### src/rtl/touch_gesture_to_mouse_unit_assert.svh
// assertion macros for the touch gesture to mouse unit
// used by the top level only; empty bodies when SYNTHESIS is defined
`ifndef TOUCH_GESTURE_TO_MOUSE_UNIT_ASSERT_SVH
`define TOUCH_GESTURE_TO_MOUSE_UNIT_ASSERT_SVH
`ifndef SYNTHESIS
`define TGM_ASSERT_IMP(label, clk, rstn, a, b) \
    label: assert property (@(posedge clk) disable iff (!rstn) (a) |-> (b)) \
        else $error("tgm assertion failed");
`define TGM_ASSERT_NXT(label, clk, rstn, a, b) \
    label: assert property (@(posedge clk) disable iff (!rstn) (a) |=> (b)) \
        else $error("tgm assertion failed");
`else
`define TGM_ASSERT_IMP(label, clk, rstn, a, b)
`define TGM_ASSERT_NXT(label, clk, rstn, a, b)
`endif
`endif

### src/rtl/tgm_pkg.sv
// shared types and constants for the touch gesture to mouse unit
// no dependencies
package tgm_pkg;
    localparam int COORD_MAX = 15;
    localparam int PROD_BITS = COORD_MAX + 8;

    typedef enum logic [2:0] {
        K_MOVE     = 3'd0,
        K_SCROLL   = 3'd1,
        K_LPRESS   = 3'd2,
        K_LRELEASE = 3'd3,
        K_LCLICK   = 3'd4,
        K_RCLICK   = 3'd5
    } kind_t;

    typedef enum logic [2:0] {
        R_DEADBAND    = 3'd0,
        R_X_GAIN      = 3'd1,
        R_Y_GAIN      = 3'd2,
        R_SCROLL_GAIN = 3'd3,
        R_TAP_MAX_MS  = 3'd4,
        R_DTAP_WIN    = 3'd5,
        R_TAP_MOVE    = 3'd6
    } reg_idx_t;

    typedef struct packed {
        logic [7:0]  deadband;
        logic [7:0]  x_gain;
        logic [7:0]  y_gain;
        logic [7:0]  scroll_gain;
        logic [15:0] tap_max_ms;
        logic [15:0] dtap_win_ms;
        logic [11:0] tap_max_move;
    } cfg_t;

    typedef struct packed {
        kind_t                kind;
        logic [COORD_MAX-1:0] mag_a;
        logic                 neg_a;
        logic [COORD_MAX-1:0] mag_b;
        logic                 neg_b;
    } job_t;
endpackage

### src/rtl/tgm_front.sv
// front part: gesture state tracking and classification of each item
// depends on tgm_pkg; produces jobs for the back part
module tgm_front import tgm_pkg::*; #(
    parameter int COORD_BITS = 12
) (
    input  logic                  aclk,
    input  logic                  aresetn,
    input  cfg_t                  cfg,
    input  logic                  in_fire,
    input  logic                  action,
    input  logic                  two_contacts,
    input  logic [COORD_BITS-1:0] x_pos,
    input  logic [COORD_BITS-1:0] y_pos,
    input  logic [COORD_BITS-1:0] y2_pos,
    input  logic [31:0]           time_ms,
    output logic                  job_push,
    output job_t                  job
);
    localparam int DW = COORD_BITS + 1;

    typedef enum logic [1:0] {
        PH_IDLE = 2'd0,
        PH_WAIT = 2'd1,
        PH_DRAG = 2'd2
    } phase_t;

    logic one_reg, one_next, two_reg, two_next;
    logic moved_reg, moved_next, cand_reg, cand_next;
    phase_t phase_reg, phase_next;
    logic [COORD_BITS-1:0] last_x_reg, last_x_next, last_y_reg, last_y_next;
    logic [COORD_BITS-1:0] last_y2_reg, last_y2_next, start_x_reg, start_x_next;
    logic [COORD_BITS-1:0] start_y_reg, start_y_next;
    logic [31:0] start_t_reg, start_t_next, tap_t_reg, tap_t_next;
    logic [31:0] pair_t_reg, pair_t_next;

    logic signed [DW-1:0] dx, dy, dy2, sx, sy, dxm, dym, avg;
    logic signed [DW:0]   sum;
    logic [COORD_BITS-1:0] adx, ady, asx, asy, aavg, adxm, adym;
    logic [31:0] dt_start, dt_pair, dt_tap;
    logic [9:0]  thr;
    logic        push;
    job_t        j;

    always_comb begin
        dx  = DW'($signed({1'b0, x_pos})) - DW'($signed({1'b0, last_x_reg}));
        dy  = DW'($signed({1'b0, y_pos})) - DW'($signed({1'b0, last_y_reg}));
        dy2 = DW'($signed({1'b0, y2_pos})) - DW'($signed({1'b0, last_y2_reg}));
        sx  = DW'($signed({1'b0, x_pos})) - DW'($signed({1'b0, start_x_reg}));
        sy  = DW'($signed({1'b0, y_pos})) - DW'($signed({1'b0, start_y_reg}));
        sum = (DW+1)'(dy) + (DW+1)'(dy2);
        avg = DW'((sum + (DW+1)'($signed({1'b0, sum[DW]}))) >>> 1);
        adx  = dx[DW-1]  ? COORD_BITS'(-dx)  : COORD_BITS'(dx);
        ady  = dy[DW-1]  ? COORD_BITS'(-dy)  : COORD_BITS'(dy);
        asx  = sx[DW-1]  ? COORD_BITS'(-sx)  : COORD_BITS'(sx);
        asy  = sy[DW-1]  ? COORD_BITS'(-sy)  : COORD_BITS'(sy);
        aavg = avg[DW-1] ? COORD_BITS'(-avg) : COORD_BITS'(avg);
        dxm  = (16'(adx) < 16'(cfg.deadband)) ? '0 : dx;
        dym  = (16'(ady) < 16'(cfg.deadband)) ? '0 : dy;
        adxm = dxm[DW-1] ? COORD_BITS'(-dxm) : COORD_BITS'(dxm);
        adym = dym[DW-1] ? COORD_BITS'(-dym) : COORD_BITS'(dym);
        thr  = 10'(cfg.deadband) * 10'd3;
        dt_start = time_ms - start_t_reg;
        dt_pair  = time_ms - pair_t_reg;
        dt_tap   = time_ms - tap_t_reg;

        one_next = one_reg;
        two_next = two_reg;
        moved_next = moved_reg;
        cand_next = cand_reg;
        phase_next = phase_reg;
        last_x_next = last_x_reg;
        last_y_next = last_y_reg;
        last_y2_next = last_y2_reg;
        start_x_next = start_x_reg;
        start_y_next = start_y_reg;
        start_t_next = start_t_reg;
        tap_t_next = tap_t_reg;
        pair_t_next = pair_t_reg;
        push = 1'b0;
        j = '0;
        j.kind = K_MOVE;

        if (action) begin
            if (two_reg) begin
                if (cand_reg) begin
                    if (dt_pair < 32'(cfg.tap_max_ms)) begin
                        push = 1'b1;
                        j.kind = K_RCLICK;
                    end
                    cand_next = 1'b0;
                end
            end else if (one_reg) begin
                if (phase_reg == PH_DRAG) begin
                    phase_next = PH_IDLE;
                    push = 1'b1;
                    j.kind = K_LRELEASE;
                end else if (dt_start < 32'(cfg.tap_max_ms) && !moved_reg) begin
                    if (phase_reg == PH_IDLE) begin
                        phase_next = PH_WAIT;
                        tap_t_next = time_ms;
                        push = 1'b1;
                        j.kind = K_LCLICK;
                    end else if (phase_reg == PH_WAIT) begin
                        phase_next = PH_IDLE;
                    end
                end
            end
            one_next = 1'b0;
            two_next = 1'b0;
        end else if (two_contacts) begin
            if (!two_reg) begin
                last_x_next = x_pos;
                last_y_next = y_pos;
                last_y2_next = y2_pos;
                two_next = 1'b1;
                one_next = 1'b0;
                pair_t_next = time_ms;
                cand_next = 1'b1;
            end else begin
                if (16'(aavg) >= 16'(thr)) begin
                    cand_next = 1'b0;
                    push = 1'b1;
                    j.kind = K_SCROLL;
                    j.mag_a = COORD_MAX'(aavg);
                    j.neg_a = avg[DW-1];
                    last_y_next = y_pos;
                    last_y2_next = y2_pos;
                end
                last_x_next = x_pos;
            end
        end else begin
            two_next = 1'b0;
            if (!one_reg || two_reg) begin
                last_x_next = x_pos;
                last_y_next = y_pos;
                one_next = 1'b1;
                start_t_next = time_ms;
                start_x_next = x_pos;
                start_y_next = y_pos;
                moved_next = 1'b0;
                if (phase_reg == PH_WAIT) begin
                    if (dt_tap < 32'(cfg.dtap_win_ms)) begin
                        phase_next = PH_DRAG;
                        push = 1'b1;
                        j.kind = K_LPRESS;
                    end else begin
                        phase_next = PH_IDLE;
                    end
                end
            end else begin
                if (16'(asx) > 16'(cfg.tap_max_move) ||
                    16'(asy) > 16'(cfg.tap_max_move)) begin
                    moved_next = 1'b1;
                    if (phase_reg == PH_WAIT) begin
                        phase_next = PH_IDLE;
                    end
                end
                if (adxm != '0 || adym != '0) begin
                    push = 1'b1;
                    j.kind = K_MOVE;
                    j.mag_a = COORD_MAX'(adxm);
                    j.neg_a = dxm[DW-1];
                    j.mag_b = COORD_MAX'(adym);
                    j.neg_b = !dym[DW-1];
                    last_x_next = x_pos;
                    last_y_next = y_pos;
                end
            end
        end
    end

    assign job_push = in_fire && push;
    assign job = j;

    always_ff @(posedge aclk) begin
        if (!aresetn) begin
            one_reg <= 1'b0;
            two_reg <= 1'b0;
            moved_reg <= 1'b0;
            cand_reg <= 1'b0;
            phase_reg <= PH_IDLE;
            last_x_reg <= '0;
            last_y_reg <= '0;
            last_y2_reg <= '0;
            start_x_reg <= '0;
            start_y_reg <= '0;
            start_t_reg <= '0;
            tap_t_reg <= '0;
            pair_t_reg <= '0;
        end else if (in_fire) begin
            one_reg <= one_next;
            two_reg <= two_next;
            moved_reg <= moved_next;
            cand_reg <= cand_next;
            phase_reg <= phase_next;
            last_x_reg <= last_x_next;
            last_y_reg <= last_y_next;
            last_y2_reg <= last_y2_next;
            start_x_reg <= start_x_next;
            start_y_reg <= start_y_next;
            start_t_reg <= start_t_next;
            tap_t_reg <= tap_t_next;
            pair_t_reg <= pair_t_next;
        end
    end
endmodule

### src/rtl/tgm_queue.sv
// two-entry job queue between front and back parts
// depends on tgm_pkg for the job type
module tgm_queue import tgm_pkg::*; (
    input  logic aclk,
    input  logic aresetn,
    input  logic push,
    input  job_t push_job,
    output logic full,
    input  logic pop,
    output logic q_valid,
    output job_t q_job
);
    job_t       ent_reg [2];
    logic       wr_reg, rd_reg;
    logic [1:0] cnt_reg, cnt_next;

    assign full = (cnt_reg == 2'd2);
    assign q_valid = (cnt_reg != 2'd0);
    assign q_job = ent_reg[rd_reg];

    always_comb begin
        cnt_next = cnt_reg;
        if (push && !pop) begin
            cnt_next = cnt_reg + 2'd1;
        end else if (pop && !push) begin
            cnt_next = cnt_reg - 2'd1;
        end
    end

    always_ff @(posedge aclk) begin
        if (push) begin
            ent_reg[wr_reg] <= push_job;
        end
        if (!aresetn) begin
            wr_reg <= 1'b0;
            rd_reg <= 1'b0;
            cnt_reg <= 2'd0;
        end else begin
            if (push) begin
                wr_reg <= !wr_reg;
            end
            if (pop) begin
                rd_reg <= !rd_reg;
            end
            cnt_reg <= cnt_next;
        end
    end
endmodule

### src/rtl/tgm_back.sv
// back part: gain multiply, divide by ten, saturation and result register
// depends on tgm_pkg
module tgm_back import tgm_pkg::*; (
    input  logic        aclk,
    input  logic        aresetn,
    input  cfg_t        cfg,
    input  logic        q_valid,
    input  job_t        q_job,
    output logic        pop,
    output logic        m_valid,
    input  logic        m_ready,
    output logic [2:0]  m_report_kind,
    output logic [7:0]  m_move_x,
    output logic [7:0]  m_move_y,
    output logic [7:0]  m_wheel
);
    logic                 a_valid_reg;
    kind_t                a_kind_reg;
    logic [PROD_BITS-1:0] a_prod_reg, b_prod_reg;
    logic                 a_neg_reg, b_neg_reg;
    logic [7:0]           ga;
    logic [7:0]           res_a, res_b;
    logic                 out_free, a_adv, drop;
    logic                 m_valid_reg;
    logic [2:0]           kind_reg;
    logic [7:0]           mx_reg, my_reg, wh_reg;

    function automatic logic [7:0] scale(input logic [PROD_BITS-1:0] p, input logic neg);
        logic [23:0] q;
        logic [6:0]  m;
        q = 24'(p[10:0]) * 24'd6554;
        m = (p >= PROD_BITS'(1270)) ? 7'd127 : q[22:16];
        return neg ? 8'(-{1'b0, m}) : {1'b0, m};
    endfunction

    assign ga = (q_job.kind == K_SCROLL) ? cfg.scroll_gain : cfg.x_gain;
    assign res_a = scale(a_prod_reg, a_neg_reg);
    assign res_b = scale(b_prod_reg, b_neg_reg);
    assign drop = (a_kind_reg == K_SCROLL) && (res_a == 8'd0);
    assign out_free = !m_valid_reg || m_ready;
    assign a_adv = a_valid_reg && out_free;
    assign pop = q_valid && (!a_valid_reg || out_free);

    always_ff @(posedge aclk) begin
        if (pop) begin
            a_kind_reg <= q_job.kind;
            a_prod_reg <= PROD_BITS'(q_job.mag_a) * PROD_BITS'(ga);
            b_prod_reg <= PROD_BITS'(q_job.mag_b) * PROD_BITS'(cfg.y_gain);
            a_neg_reg <= q_job.neg_a;
            b_neg_reg <= q_job.neg_b;
        end
        if (a_adv && !drop) begin
            kind_reg <= a_kind_reg;
            mx_reg <= (a_kind_reg == K_MOVE) ? res_a : 8'd0;
            my_reg <= (a_kind_reg == K_MOVE) ? res_b : 8'd0;
            wh_reg <= (a_kind_reg == K_SCROLL) ? res_a : 8'd0;
        end
        if (!aresetn) begin
            a_valid_reg <= 1'b0;
            m_valid_reg <= 1'b0;
        end else begin
            if (pop) begin
                a_valid_reg <= 1'b1;
            end else if (a_adv) begin
                a_valid_reg <= 1'b0;
            end
            if (out_free) begin
                m_valid_reg <= a_valid_reg && !drop;
            end
        end
    end

    assign m_valid = m_valid_reg;
    assign m_report_kind = kind_reg;
    assign m_move_x = mx_reg;
    assign m_move_y = my_reg;
    assign m_wheel = wh_reg;
endmodule

### src/rtl/touch_gesture_to_mouse_unit.sv
// Touchpad gesture to mouse report unit. Takes one touch item per clock cycle
// when the job queue has room; each item yields zero or one mouse report. Gesture
// state is updated in the cycle an item is accepted, so items follow back to back.
// When the result side does not stall, a report follows its item in order: the job enters
// the two-entry queue at the edge that accepts the item, then the gain product is
// registered, and then the result register is loaded and the report becomes valid.
// Throughput is set by the front state update, one item per cycle; a stalled result
// side fills the queue and holds s_ready low. Configuration is written through cfg_we.
// depends on tgm_pkg, tgm_front, tgm_queue, tgm_back and the assertion header
`include "touch_gesture_to_mouse_unit_assert.svh"
module touch_gesture_to_mouse_unit import tgm_pkg::*; #(
    parameter int COORD_BITS = 12
) (
    input  logic                  aclk,
    input  logic                  aresetn,
    input  logic                  cfg_we,
    input  logic [2:0]            cfg_index,
    input  logic [15:0]           cfg_wdata,
    input  logic                  s_valid,
    output logic                  s_ready,
    input  logic                  s_action,
    input  logic                  s_two_contacts,
    input  logic [COORD_BITS-1:0] s_x_pos,
    input  logic [COORD_BITS-1:0] s_y_pos,
    input  logic [COORD_BITS-1:0] s_x2_pos,
    input  logic [COORD_BITS-1:0] s_y2_pos,
    input  logic [31:0]           s_time_ms,
    output logic                  m_valid,
    input  logic                  m_ready,
    output logic [2:0]            m_report_kind,
    output logic signed [7:0]     m_move_x,
    output logic signed [7:0]     m_move_y,
    output logic signed [7:0]     m_wheel
);
    cfg_t cfg_reg;
    logic q_full, q_valid, pop, job_push, in_fire;
    job_t job, q_job;

    always_ff @(posedge aclk) begin
        if (!aresetn) begin
            cfg_reg.deadband <= 8'd2;
            cfg_reg.x_gain <= 8'd10;
            cfg_reg.y_gain <= 8'd10;
            cfg_reg.scroll_gain <= 8'd10;
            cfg_reg.tap_max_ms <= 16'd200;
            cfg_reg.dtap_win_ms <= 16'd300;
            cfg_reg.tap_max_move <= 12'd20;
        end else if (cfg_we) begin
            case (reg_idx_t'(cfg_index))
                R_DEADBAND:    cfg_reg.deadband <= cfg_wdata[7:0];
                R_X_GAIN:      cfg_reg.x_gain <= cfg_wdata[7:0];
                R_Y_GAIN:      cfg_reg.y_gain <= cfg_wdata[7:0];
                R_SCROLL_GAIN: cfg_reg.scroll_gain <= cfg_wdata[7:0];
                R_TAP_MAX_MS:  cfg_reg.tap_max_ms <= cfg_wdata;
                R_DTAP_WIN:    cfg_reg.dtap_win_ms <= cfg_wdata;
                R_TAP_MOVE:    cfg_reg.tap_max_move <= cfg_wdata[11:0];
                default: begin
                end
            endcase
        end
    end

    assign s_ready = !q_full;
    assign in_fire = s_valid && s_ready;

    tgm_front #(.COORD_BITS(COORD_BITS)) u_front (
        .aclk(aclk), .aresetn(aresetn), .cfg(cfg_reg), .in_fire(in_fire),
        .action(s_action), .two_contacts(s_two_contacts), .x_pos(s_x_pos),
        .y_pos(s_y_pos), .y2_pos(s_y2_pos), .time_ms(s_time_ms),
        .job_push(job_push), .job(job)
    );

    tgm_queue u_queue (
        .aclk(aclk), .aresetn(aresetn), .push(job_push), .push_job(job),
        .full(q_full), .pop(pop), .q_valid(q_valid), .q_job(q_job)
    );

    tgm_back u_back (
        .aclk(aclk), .aresetn(aresetn), .cfg(cfg_reg), .q_valid(q_valid),
        .q_job(q_job), .pop(pop), .m_valid(m_valid), .m_ready(m_ready),
        .m_report_kind(m_report_kind), .m_move_x(m_move_x), .m_move_y(m_move_y),
        .m_wheel(m_wheel)
    );

    `TGM_ASSERT_IMP(a_move_only, aclk, aresetn, m_valid && m_report_kind != K_MOVE, m_move_x == 8'sd0 && m_move_y == 8'sd0)
    `TGM_ASSERT_IMP(a_scroll_nonzero, aclk, aresetn, m_valid && m_report_kind == K_SCROLL, m_wheel != 8'sd0)
    `TGM_ASSERT_IMP(a_full_has_items, aclk, aresetn, !s_ready, q_valid)
endmodule

### config.mk
export PLATFORM = sky130hd
export DESIGN_NAME = touch_gesture_to_mouse_unit
export DESIGN_NICKNAME = d
export VERILOG_FILES = /design/src/rtl/tgm_pkg.sv /design/src/rtl/tgm_front.sv /design/src/rtl/tgm_queue.sv /design/src/rtl/tgm_back.sv /design/src/rtl/touch_gesture_to_mouse_unit.sv
export VERILOG_INCLUDE_DIRS = /design/src /design/src/rtl
export SDC_FILE = /design/constraint.sdc
export NUM_CORES = 2
export LEC_CHECK = 0
export BUFFER_PORTS_ARGS = -buffer_cell sky130_fd_sc_hd__clkbuf_2
export CAP_MARGIN = 20
export CORE_ASPECT_RATIO = 0.5
export CORE_MARGIN = 2
export CORE_UTILIZATION = 50
export CTS_BUF_LIST = sky130_fd_sc_hd__clkbuf_4 sky130_fd_sc_hd__clkbuf_8
export CTS_CLUSTER_SIZE = 10
export DETAILED_ROUTE_END_ITERATION = 7
export GPL_ROUTABILITY_DRIVEN = 1
export MAX_ROUTING_LAYER = met4
export PLACE_DENSITY = 0.66
export SETUP_SLACK_MARGIN = 0.4
export SLEW_MARGIN = 20
export SYNTH_ARGS = -nofsm -noshare
export SYNTH_HDL_FRONTEND = slang
export SYNTH_SLANG_ARGS = --single-unit
### constraint.sdc
create_clock -name aclk -period 17.9 [get_ports aclk]
set_input_delay 0.895 -clock aclk [delete_from_list [all_inputs] [get_ports aclk]]
set_output_delay 0.895 -clock aclk [all_outputs]
set_load 0.02 [all_outputs]
# After elaboration in Yosys (flattened, before gate mapping)
# Memory sizes are Yosys's and may differ from the RTL's. A register that Yosys moved wholly into a read port is not among the register bits.
# Cells that the tools add are included.
# op_classes
add_sub_neg	21
n_mul	5
div	0
magnitude_cmp	10
n_eq_ne	21
n_shift	0
muxes	90
n_bitwise	4
n_reduce_logical	58
# op_table
cell	count
$mux W12	17
$lt A32 B16 Y1	3
$sub A32 B32 Y32	3
$neg A12 Y12	7
$sub A12 B12 Y13	5
$mux W29	2
$ge A23 B11 Y1 const B	2
$mul A15 B8 Y23	2
$mul A11 B12 Y22 const B	2
$mux W19	2
$mux W1	34
$mux W32	1
$mux W2	15
$mux W3	10
$mux W13	2
$gt A12 B12 Y1	2
$lt A12 B8 Y1	2
$reduce_and A4 Y1	6
$reduce_bool A12 Y1	2
$mux W7	3
$mux W17	1
$mux W16	1
$mux W8	2
$neg A7 Y8	2
other kinds (28)	81
# totals
regBits	322
latch_bits	0
ramBits	70
rom_bits	0
input_bits	106
output_inout_bits	29
mem_count	1
# mem_list
memory	words	word_bits	read_ports	rd_clocked_by_memory_dff	write_ports	line_no	source
u_queue.ent_reg	2	35	1	1	1	tgm_queue.sv:13	job_t ent_reg [2];

# Longest topological paths before layout
# depth
word_depth	18
depth_mapped	42
ltp_nobuf	41

# Modules after synthesis
# A second synthesis with hierarchy kept.
# hier_totals
cells_unflattened	4621
hier_area_um2	40357.5
# by_module_without_submodules
module	n_inst	cells_each	area_each_um2
tgm_front	1	2742	20213.1
tgm_back	1	1465	14467.6
touch_gesture_to_mouse_unit	1	283	2920.3
tgm_queue	1	131	2756.4

# Least setup slack after synthesis
# No wires, ideal clock.
# synth_path
path_kind	input to register
startpoint	input s_y_pos[0]
endpoint	memory u_queue.ent_reg[0][0] (netlist bit) (enable)
setup_ns	0.418
arrival_time_ns	8.532
slack_ns	8.950
stages	33
path_buffers	1
cell_sequence	inv_1 ha_1 inv_1 fa_1 a211oi_1 nor2_1 o311ai_2 ha_1 a2111oi_0 o21ai_1 a41o_1 a41oi_1 o32ai_2 a32oi_2 clkbuf_1 a31oi_1 nor2_1 inv_1 ha_1 mux2_2 ha_1 a21o_1 a21o_1 a21o_1 a21o_1 a21o_1 a21o_1 a21o_1 a21o_1 a21oi_1 and4b_1 o21ai_1 nor2b_1
# synth_between
elab_chain_len	16
elab_cells_between_ends	23
# synth_lines
element	line_no	source
start: declaration	touch_gesture_to_mouse_unit.sv:24	input logic [COORD_BITS-1:0] s_y_pos,
$sub A12 B12 Y13 *	tgm_front.sv:46	dy = DW'($signed({1'b0, y_pos})) - DW'($signed({1'b0, last_y_reg}));
parallel branches: the longest is 10 deep, another holds $add A13 B13 Y14	n/a	
$mux W1 *	tgm_front.sv:110	end else if (two_contacts) begin
$mux W1 *	tgm_front.sv:83	if (action) begin
$logic_and A1 B1 Y1 *	tgm_front.sv:172	assign job_push = in_fire && push;
named net job_push	touch_gesture_to_mouse_unit.sv:36	logic q_full, q_valid, pop, job_push, in_fire;
$mux W1 *	tgm_queue.sv:31	if (push) begin
$mux W1 (implied by the code) *	tgm_queue.sv:32	ent_reg[wr_reg] <= push_job;
end: declaration	tgm_queue.sv:13	
# Mark *: on every way through the listed nets, which the timed path passes.

# Worst setup path in the final report
# layout_path
startpoint	input s_y_pos[0]
endpoint	register u_queue.cnt_reg[1]
# layout_between
elab_chain_len	17
elab_cells_between_ends	26
# layout_lines
element	line_no	source
$sub A12 B12 Y13 *	tgm_front.sv:46	
parallel branches: the longest is 10 deep, another holds $add A13 B13 Y14	n/a	
$mux W1 *	tgm_front.sv:110	
$mux W1 *	tgm_front.sv:83	
$logic_and A1 B1 Y1 *	tgm_front.sv:172	
named net job_push	touch_gesture_to_mouse_unit.sv:36	
$logic_not A1 Y1	tgm_queue.sv:25	end else if (pop && !push) begin
$logic_and A1 B1 Y1	tgm_queue.sv:25	
$reduce_bool A2 Y1 (no line)	n/a	
end signal: assignment	tgm_queue.sv:45	cnt_reg <= cnt_next;
end: declaration	tgm_queue.sv:15	logic [1:0] cnt_reg, cnt_next;
# Marked as above.
# A chain may end at the register's enable or synchronous reset.

==> summary.md <==
| Metric | Value |
|---|---|
| Worst path bufs/invs | 4 |
| Top cell family by delay on the critical path | compound AO/OA/AOI/OAI gates |
| CTS tree | yes |
| Max_slew headroom | 27.8% |
| Cell with the most instances on the worst path | a21o_1 |
| Site row count | 71 |
| Final worst-path cycle share | 52.1% |
| Post-DRT Antenna Nets | 0 |
| Worst Hold Path Cells | 3 |
| WL final | 99.1 mm |
| Routed length per instance | 17.3 microns |
| Core Area | 75800 sq um |
| Final setup skew | 0.0308 ns |
| Shortest period the worst path allows | 9.33 ns |
| Worst-margin pin slew | 1.08 ns |
| Remaining DRCs | 0 |
| Share of layout cells above drive strength 1 | 7.50% |
| Worst EP arrival | 9.98 ns |
| Count of different cell masters after synthesis | 100 |
| First-pass GRT wire length | 162 mm |
| Detailed-placement wirelength estimate | 77.5 mm |
| CTS root buf | clkbuf_8 |
| Initial antenna violation count | 5 |
| Post-cts resize count | 0 |
| Starting DRC count in detailed routing | 1920 |
| Final nets | 5453 |
| CTS Hold Bufs | 0 |
| Commonest non-fill, non-tap cell in the layout | nand2_1 |
| Post-CTS setup repair buffer count | 0 |
| Die area | 79500 sq um |
| Htree depth | 3 |
| Worst setup EP type | flop |
| Fin. Hold Viols | 0 |
| Worst hold-check path type | input pin to flop |
| I/O pin cnt | 135 |
| Cell count after placement | 5605 |
| Power Density | 173 nW/um^2 |
| TritonCTS buffer count | 66 |
| Startpoint types | input pin |
| F_max | 107 MHz |
| Vias per cell | 5.61 |
| Final setup violation count | 0 |
| Routed wl met3 | 5.06 mm |
| Die Y | 200 microns |
| Pin count of the biggest net entering global routing | 160 |
| Reg clk slew, reported paths | 0.07 ns |
| Most frequent cells in the layout | nand2_1 (585), inv_1 (557), ha_1 (503) |
| DR WL met2 | 44.9 mm |
| CTS Buffer Depth | 3 |
| Top_reg_cell synth | dfxtp_1 |
| Finished Layout Cells | 5734 |
| WS Path Type | input pin to flop |
| Unrepaired setup endpoints after global routing | false |
| Clk Latency, worst-skew pair | 0.74 ns |
| FFs w/ async S/R, synth | 0% |
| Max Transition Viols Final | 0 |
| EDFF count, synth | 134 |
| Max VDD drop | 255 uV |
| DR top layer | met4 |
| CP max stage cell | o311ai_2 |
| Crit Path Max Fanout | 16 |
| Drt first pass iters | 5 |
| Number of global-route vias before repair | 31500 |
| Largest register FFs | 76 |
| Cell area after synthesis | 38600 sq um |
| FF-to-FF path depth | 33 |
| Post-synth net total | 5371 |
| Global Route Usage Sum | 25.7% |
| Flops & latches, synth | 379 |
| Pleak | 17.8 nW |
| Port bufs | 122 |
| Area grow syn2layout | 8.09% |
| Syn Inst Count | 4570 |
| Maximum capacitance violations | 0 |
| Sequential element share of the synthesized area | 23.1% |
| Routability cong. | 0.930 |
| Worst Path Required | 18.55 ns |
| YS warnings | 0 |
| Clock tree sinks | 379 |
| CP max stage delay | 0.69 ns |
| Wire length on met1 | 47.1 mm |
| Die Wd | 397 microns |
| Overflow after GRT | 0 |
| Mapped Avg Cell Area | 8.44 sq um |
| Starting Density | 50.9% |
| Status | completed |
| Crit. path cell count | 35 |
| Vias | 32200 |
| Setup tns final | 0 ns |
==> stage by stage <==
stage	hold WS [ns]	power, mW	instance area (sq um)	setup WS, ns	util (%)
2_1_floorplan	0.428	5.07	38600	8.95	-
4_1_cts	0.337	7.27	41600	8.53	55.0
6_report	0.403	7.20	41700	8.57	55.0
5_1_grt	0.363	8.07	41700	8.02	55.0
3_3_place_gp	0.436	6.07	40100	7.90	53.0
3_5_place_dp	0.443	6.26	40100	7.75	53.0
==> cells by family (layout without fill, tap and decap cells) <==
| group | count (synthesis) | after routing | share of synthesized area (%) |
|---|---|---|---|
| buffers and inverters | 689 | 825 | 6.78 |
| AO/OA/AOI/OAI | 1035 | 1035 | 18.2 |
| XOR/XNOR | 217 | 217 | 4.95 |
| flip-flops | 379 | 379 | 23.1 |
| other | 0 | 6 | 0 |
| multiplexers | 90 | 90 | 2.44 |
| adder cells (fa/ha/maj) | 697 | 697 | 26.3 |
| AND/OR/NAND/NOR | 1463 | 1463 | 18.1 |
==> final cells by class <==
class	count	area [sq um]
Antenna cell	6	15.0
Clock buffer	89	1150
Clock inverter	33	352
Fill cell	7000	34100
Inverter	560	2100
Multi-Input combinational cell	3502	27100
Sequential cell	379	8930
Tap cell	1022	1280
Timing Repair Buffer	143	787
==> worst paths after layout <==
kind / startpoint / to / slack [ns]
min: s_y2_pos[7] / u_front.last_y2_reg[7] / 0.40
max reg2reg: u_front.last_y_reg[0] / u_queue.cnt_reg[1] / 8.64
min reg2reg: u_front.last_y2_reg[8] / u_front.last_y2_reg[8] / 0.45
max: s_y_pos[0] / u_queue.cnt_reg[1] / 8.57
==> worst register-to-register path: cells and delay by family (launching register included) <==
family                     cells  cell delay [ns]
adders and majority gates      6             1.97
DFF                            1             0.33
AOI/OAI and AO/OA             20             5.52
and+or+nand+nor                4             0.95
muxes                          1             0.28
buffers and inverters          2             0.12
==> per-layer routing <==
layer  global-route usage [%]  vias up
met2                     40.6      697
met3                     3.63      154
met5                        -        -
met4                     6.59        0
met1                     34.6    15400
li1                         -    15900
==> cells in the mapped netlist (20+ instances only) <==
cell type  count  area [sq um]
o21a_1        41           308
nor2_1       254           953
nor3_1        64           320
and2_1        62           388
a21oi_1      247          1240
ha_1         503          6290
a21o_1        88           661
nand2_1      585          2200
nor2b_1      115           719
o21ai_1       24           120
nand3_1      100           500
clkbuf_1     108           405
a21boi_0     171          1280
inv_1        558          2090
and3_1        32           200
a211oi_1      33           248
xnor2_1      155          1360
nand2b_1      66           413
o211ai_1      34           255
or3_1         30           188
xor2_1        61           534
nand4_1       46           288
mux2_2        31           349
mux2i_1       59           591
a31oi_1       20           125
o21ai_0      161           806
fa_1         192          3840
dfxtp_1      245          4900
edfxtp_1     134          4020
or2_2         23           144
o21bai_1      21           158
==> power breakdown <==
part / switching (mW) / leakage, nW / internal (mW) / total (mW)
Combinational: 2.91 / 13.8 / 2.24 / 5.15
Clock: 0.429 / 0.779 / 0.514 / 0.943
Sequential: 0.0772 / 3.27 / 1.04 / 1.11
No activity file was read; power rests on OpenSTA's default activity.
